### config.mk
export PLATFORM = sky130hd
export DESIGN_NAME = rrj_sqrt
export DESIGN_NICKNAME = d
export VERILOG_FILES = /design/src/sv/rrj_pkg.sv /design/src/sv/rrj_sqrt.sv
export SDC_FILE = /design/constraint.sdc
export NUM_CORES = 2
export LEC_CHECK = 0
export ABC_CLOCK_PERIOD_IN_PS = 4300
export BUFFER_PORTS_ARGS = -buffer_cell sky130_fd_sc_hd__buf_2
export CAP_MARGIN = 20
export CORE_ASPECT_RATIO = 1.4
export CORE_UTILIZATION = 64
export DETAILED_ROUTE_END_ITERATION = 10
export PLACE_DENSITY_LB_ADDON = 0.05
export SLEW_MARGIN = 10
export SYNTH_ARGS = -nofsm -noshare
export SYNTH_HDL_FRONTEND = slang
export SYNTH_MEMORY_MAX_BITS = 65536
export SYNTH_SLANG_ARGS = --single-unit
### constraint.sdc
create_clock -name clk -period 4.3 [get_ports clk]
set_input_delay 0.215 -clock clk [delete_from_list [all_inputs] [get_ports clk]]
set_output_delay 0.215 -clock clk [all_outputs]
set_load 0.01 [all_outputs]
### src/sv/rrj_pkg.sv
package rrj_pkg;

    localparam int IN_W     = 32;
    localparam int RAD_W    = 66;
    localparam int ROOT_W   = 33;
    localparam int SQREM_W  = 35;
    localparam int SQ_STEPS = 33;
    localparam int NUM_W    = 63;
    localparam int DEN_W    = 33;
    localparam int DVREM_W  = 34;
    localparam int QUO_W    = 32;
    localparam int DV_STEPS = 32;
    localparam int FRAC_SH  = 30;
    localparam int RNG_W    = 33;
    localparam int RES_W    = 34;
    // front stages, sqrt, finish stage, divide, output stage
    localparam int PIPE_DEPTH = 5 + SQ_STEPS + 1 + DV_STEPS + 1;

    // Count leading zeros of a 32-bit word.
    function automatic logic [4:0] clz32(input logic [31:0] v);
        logic [4:0] n;
        logic       found;
        n     = 5'd0;
        found = 1'b0;
        for (int i = 31; i >= 0; i--) begin
            if (!found && v[i]) begin
                n     = 5'(31 - i);
                found = 1'b1;
            end
        end
        return n;
    endfunction

endpackage

### src/sv/rrj_sqrt.sv
// Pipelined integer square root, one result bit per stage.
module rrj_sqrt (
    input  logic                         clk,
    input  logic                         en,
    input  logic [rrj_pkg::RAD_W-1:0]    radicand,
    output logic [rrj_pkg::ROOT_W-1:0]   root,
    output logic [rrj_pkg::SQREM_W-1:0]  rem
);

    logic [rrj_pkg::RAD_W-1:0]   rad_reg  [rrj_pkg::SQ_STEPS-1];
    logic [rrj_pkg::ROOT_W-1:0]  root_reg [rrj_pkg::SQ_STEPS];
    logic [rrj_pkg::SQREM_W-1:0] rem_reg  [rrj_pkg::SQ_STEPS];

    for (genvar k = 0; k < rrj_pkg::SQ_STEPS; k++) begin : g_stage
        logic [rrj_pkg::RAD_W-1:0]   rad_in;
        logic [rrj_pkg::ROOT_W-1:0]  root_in;
        logic [rrj_pkg::SQREM_W-1:0] rem_in;
        logic [rrj_pkg::SQREM_W-1:0] r2;
        logic [rrj_pkg::SQREM_W-1:0] trial;
        logic                        ge;

        if (k == 0) begin : g_first
            assign rad_in  = radicand;
            assign root_in = '0;
            assign rem_in  = '0;
        end else begin : g_next
            assign rad_in  = rad_reg[k-1];
            assign root_in = root_reg[k-1];
            assign rem_in  = rem_reg[k-1];
        end

        // bring down the next two radicand bits and try the next root bit
        assign r2    = {rem_in[rrj_pkg::SQREM_W-3:0], rad_in[rrj_pkg::RAD_W-1 -: 2]};
        assign trial = {root_in, 2'b01};
        assign ge    = (r2 >= trial);

        always_ff @(posedge clk)
        begin
            if (en)
            begin
                root_reg[k] <= {root_in[rrj_pkg::ROOT_W-2:0], ge};
                rem_reg[k]  <= ge ? (r2 - trial) : r2;
            end
        end

        if (k < rrj_pkg::SQ_STEPS - 1) begin : g_rad
            always_ff @(posedge clk)
            begin
                if (en)
                begin
                    rad_reg[k] <= {rad_in[rrj_pkg::RAD_W-3:0], 2'b00};
                end
            end
        end
    end

    assign root = root_reg[rrj_pkg::SQ_STEPS-1];
    assign rem  = rem_reg[rrj_pkg::SQ_STEPS-1];

endmodule

### After elaboration in Yosys (flattened, before gate mapping)

Memory sizes are Yosys's and may differ from the RTL's.
Cells that the tools add are included.

* register bits: 0
* bits in latches: 0
* memory bits (writable): 4292
* memory bits (read-only): 0
* bits of input ports: 68
* output and inout bits: 68
* logic and storage cells: 104
* memories kept: 3

* add/subtract/negate cells: 33
* multipliers: 0
* div/mod/pow operators: 0
* $lt $le $gt $ge: 33
* equality and inequality tests: 0
* shift-type cells: 0
* multiplexer cells: 35
* bitwise logic cells: 0
* reductions and logical operators: 0

Memory list
* rad_reg: words 32, bits a word 64, read ports 32, clocked after Yosys merged registers in 0, wr ports 32, line rrj_sqrt.sv:10 `logic [rrj_pkg::RAD_W-1:0] rad_reg [rrj_pkg::SQ_STEPS-1];`
* rem_reg: words 33, bits a word 35, read ports 33, clocked after Yosys merged registers in 0, wr ports 33, line rrj_sqrt.sv:12 `logic [rrj_pkg::SQREM_W-1:0] rem_reg [rrj_pkg::SQ_STEPS];`
* root_reg: words 33, bits a word 33, read ports 33, clocked after Yosys merged registers in 0, wr ports 33, line rrj_sqrt.sv:11 `logic [rrj_pkg::ROOT_W-1:0] root_reg [rrj_pkg::SQ_STEPS];`

Operator list (number)
* $mux W35: 33
* $ge A35 B35 Y1: 32
* $sub A35 B35 Y35: 32
* $sub A2 B1 Y3 const B: 1
* $ge A2 B1 Y1 const B: 1
* $mux W1: 2

### Longest topological paths before layout

An unclocked memory read counts as a cell.

* word-level depth: 3
* depth in mapped cells: 15
* mapped depth without buffers: 13

### Worst setup path after synthesis

OpenSTA, ideal clock, no wires.

* path type: register -> register
* start: mem rem_reg[0][1050] (netlist name)
* end: mem rem_reg[0][1112] (netlist name), data pin
* setup time: 0.260 ns
* arrival: 3.415 ns
* required time: 4.040 ns
* path slack: 0.625 ns
* cell stages (with the launch flop): 13
* buffers on the path: 1
* clock period less this slack: 3.675 ns
* path through: edfxtp_1 > ha_1 > o21ai_0 > a2111o_1 > a211o_1 > o211ai_1 > a221oi_1 > o21bai_1 > a311oi_1 > or3_1 > nand3_1 > clkbuf_1 > mux2_2

RTL lines (line)
* start: declaration: rrj_sqrt.sv:12

==> results.json <==
{
  "clockRootBuffer": "clkbuf_16",
  "io_pins": 136,
  "synth_seq_cells": 2659,
  "seqPwrFrac_pct": 47.4,
  "antenna_found_initial": 5,
  "wl_um": 262300,
  "die-area_um2": 194800,
  "worstPathArrival_ns": 4.67,
  "htreeDepth": 4,
  "p_leak_uw": 0.05283,
  "grt_use_total_pct": 26.63,
  "synth.yosys.seq_area_share_pct": 64.65,
  "place_hpwl_um": 183300,
  "place.gp.congestion": 0.9687,
  "reg2reg_from": "rad_reg[1][382]",
  "r2r_end": "rem_reg[0][802]",
  "cts_sinks": 2659,
  "reg2reg_depth": 15,
  "max-slew-margin-rel_pct": 12.56,
  "synth_area_leaders": "edfxtp_1 (65%), ha_1 (6.0%), xnor2_1 (3.2%)",
  "async_flop_share_pct": 0,
  "synth-edff-count": 2659,
  "finalCritPeriodShare_pct": 95.26,
  "cts_buffers": 245,
  "path_clk_slew_ns": 0.06,
  "wire_per_inst_um": 20.76,
  "pre_cts_slack_ns": -0.03457,
  "synth_top_area_cell": "edfxtp_1",
  "die_h_um": 521.8,
  "ff2ff_setup_slack_ns": 0.20,
  "end_kind": "register",
  "critPathLaunchType": "register",
  "drv_cap": 0,
  "cp.required_ns": 4.87,
  "grt_max_degree": 130,
  "worst_pin_slew_ns": 1.312,
  "pwr-share-clk_pct": 29.5,
  "grt_pass1_vias": 75080,
  "worstSkewPairLatency_ns": 0.91,
  "rsz0062_at_grt": "false",
  "whs_ns": 0.06675,
  "ant_nets": 0,
  "yosys_warnings": 0,
  "finalSetupViolCount": 0,
  "first_pass_iters": 6,
  "final_cell_mix": "edfxtp_1 (2,659), inv_1 (740), nand2_1 (722), ha_1 (597), o21ai_0 (555)",
  "ir_worst_vdd_uv": 504.0,
  "internal-power_uw": 53380,
  "vias": 74850,
  "place_area_um2": 128200,
  "crit_fanout": 5,
  "largest_reg_flops": 1056,
  "final_cell_area_um2": 137300,
  "syn_inst": 9504,
  "mostFrequentLayoutCell": "edfxtp_1",
  "core_area_um2": 191600,
  "critPathLaunch": "rad_reg[1][382]",
  "avgSynthCellArea_um2": 12.99,
  "p_sw_uw": 21610,
  "pwr_density_cell_nw_per_um2": 546.1,
  "start_util_pct": 64.46,
  "synth_top_area_share_pct": 64.65,
  "fp-row-count": 190,
  "finalSetupTns_ns": 0,
  "postLayoutCoreUtil_pct": 71.66,
  "timing.critical_path.to": "rem_reg[0][802]",
  "finalWorstSetupSlack_ns": 0.2039,
  "synth-main-ff-cell": "edfxtp_1",
  "worst_clock_skew_ns": 0.08510,
  "die_width_um": 373.3,
  "netlist_area_um2": 123500,
  "fmax_mhz": 244.1,
  "criticalPathCategory": "register to register",
  "run_status": "finished clean",
  "final-hold-violation-count": 0,
  "report.final.slew_viol_count": 0,
  "ys_types": 89,
  "drt_iter0_drc": 5386,
  "cts_buffer_depth": 4,
  "hp-class": "primary input to register",
  "cts_tree": "built",
  "gr-total-overflow": 0,
  "syn_to_final_growth_pct": 11.18,
  "synthesis.nets": 10170,
  "nNetsFinal": 10610,
  "layout_min_cycle_time_ns": 4.096,
  "drive_gt1_share_pct": 8.309,
  "portBuffers": 135,
  "comb_power_share_pct": 23.1,
  "grt_pass1_wl_um": 405700,
  "viasPerCell": 5.923,
  "drc": 0,
  "switching_share_pct": 28.82
}
## stage by stage
stage	power, uW	std cells
floorplan	47620	9504
global placement	52670	12100
detailed placement	53080	12100
CTS	75290	12630
global route	78440	12640
finish	74990	12640
## area by class of cell
cell class	count	area, um^2
Clock inverter	163	1813
Timing Repair Buffer	372	3120
Multi-Input combinational cell	5921	40290
Inverter	742	2785
Fill cell	12580	54300
Antenna cell	7	17.52
Sequential cell	2659	79850
Tap cell	2496	3123
Clock buffer	277	6315
## worst min-delay path by stage
stage | startpoint | endpoint | slack (ns) | cells past startpoint
detailed placement | radicand[46] | rad_reg[0][46] | 0.39 | 1
floorplan | radicand[0] | rad_reg[0][0] | 0.31 | 0
global route | radicand[0] | rad_reg[0][0] | 0.02 | 2
finish | radicand[53] | rad_reg[0][53] | 0.07 | 2
global placement | radicand[56] | rad_reg[0][56] | 0.39 | 1
CTS | radicand[0] | rad_reg[0][0] | 0.0004 | 2
## power by group through the flow
stage	sequential, uW	clock [uW]	combinational [uW]
final	35500	22100	17400
after global routing	35800	23400	19200
after CTS	35500	22500	17300
after detailed placement	36000	0	17100
after global placement	36000	0	16700
after floorplan	35000	0	12600
## logic make-up after synthesis
group	share of synthesized area [%]
fa+ha+maj	6.048
other cells	0.003036
mux	1.019
simple gates	9.613
buf+inv	2.816
flops	64.65
xor+xnor	6.212
compound gates	9.637
## worst max-delay path, cell delays in order (launching register included)
cell and delay (ns):
edfxtp_1 0.57, inv_1 0.12, ha_1 0.19, nor2b_1 0.05
o21ai_0 0.21, a21oi_1 0.16, o41ai_1 0.35, buf_4 0.20
a31oi_1 0.15, a2111oi_0 0.73, buf_4 0.24, nor4_1 0.06
o31ai_1 0.30, buf_4 0.20, nand4b_1 0.13, xnor2_1 0.16
## layer usage
layer	up-vias	share of wire (%)	track usage (%)
met4	0	4.7	12.05
met2	2109	54	50.90
met1	36150	37	29.33
met3	634	4.4	3.263
met5	-	0	0
li1	35960	-	-
## Yosys cell counts, types with 101 or more instances
| cell type | count |
|---|---|
| nand3_1 | 138 |
| nor4_1 | 108 |
| a21o_1 | 270 |
| xnor2_1 | 447 |
| ha_1 | 597 |
| or3_1 | 101 |
| a21oi_1 | 524 |
| nand2b_1 | 106 |
| nor2_1 | 517 |
| nand2_1 | 722 |
| nor3_1 | 234 |
| inv_1 | 740 |
| o21ai_0 | 555 |
| o21a_1 | 111 |
| clkbuf_1 | 164 |
| mux2_2 | 102 |
| edfxtp_1 | 2659 |
| xor2_1 | 429 |
## what timing repair did
item / in CTS / in global routing
gates resized for setup: 1 / 4
setup buffers: 0 / 0
hold buffers: 95 / 0
gates cloned: 0 / 0
pin swaps: 0 / 0
endpoints found under the hold margin: 91 / 0
setup endpoints to repair: 2 / 19
No activity file was read; power rests on OpenSTA's default activity.
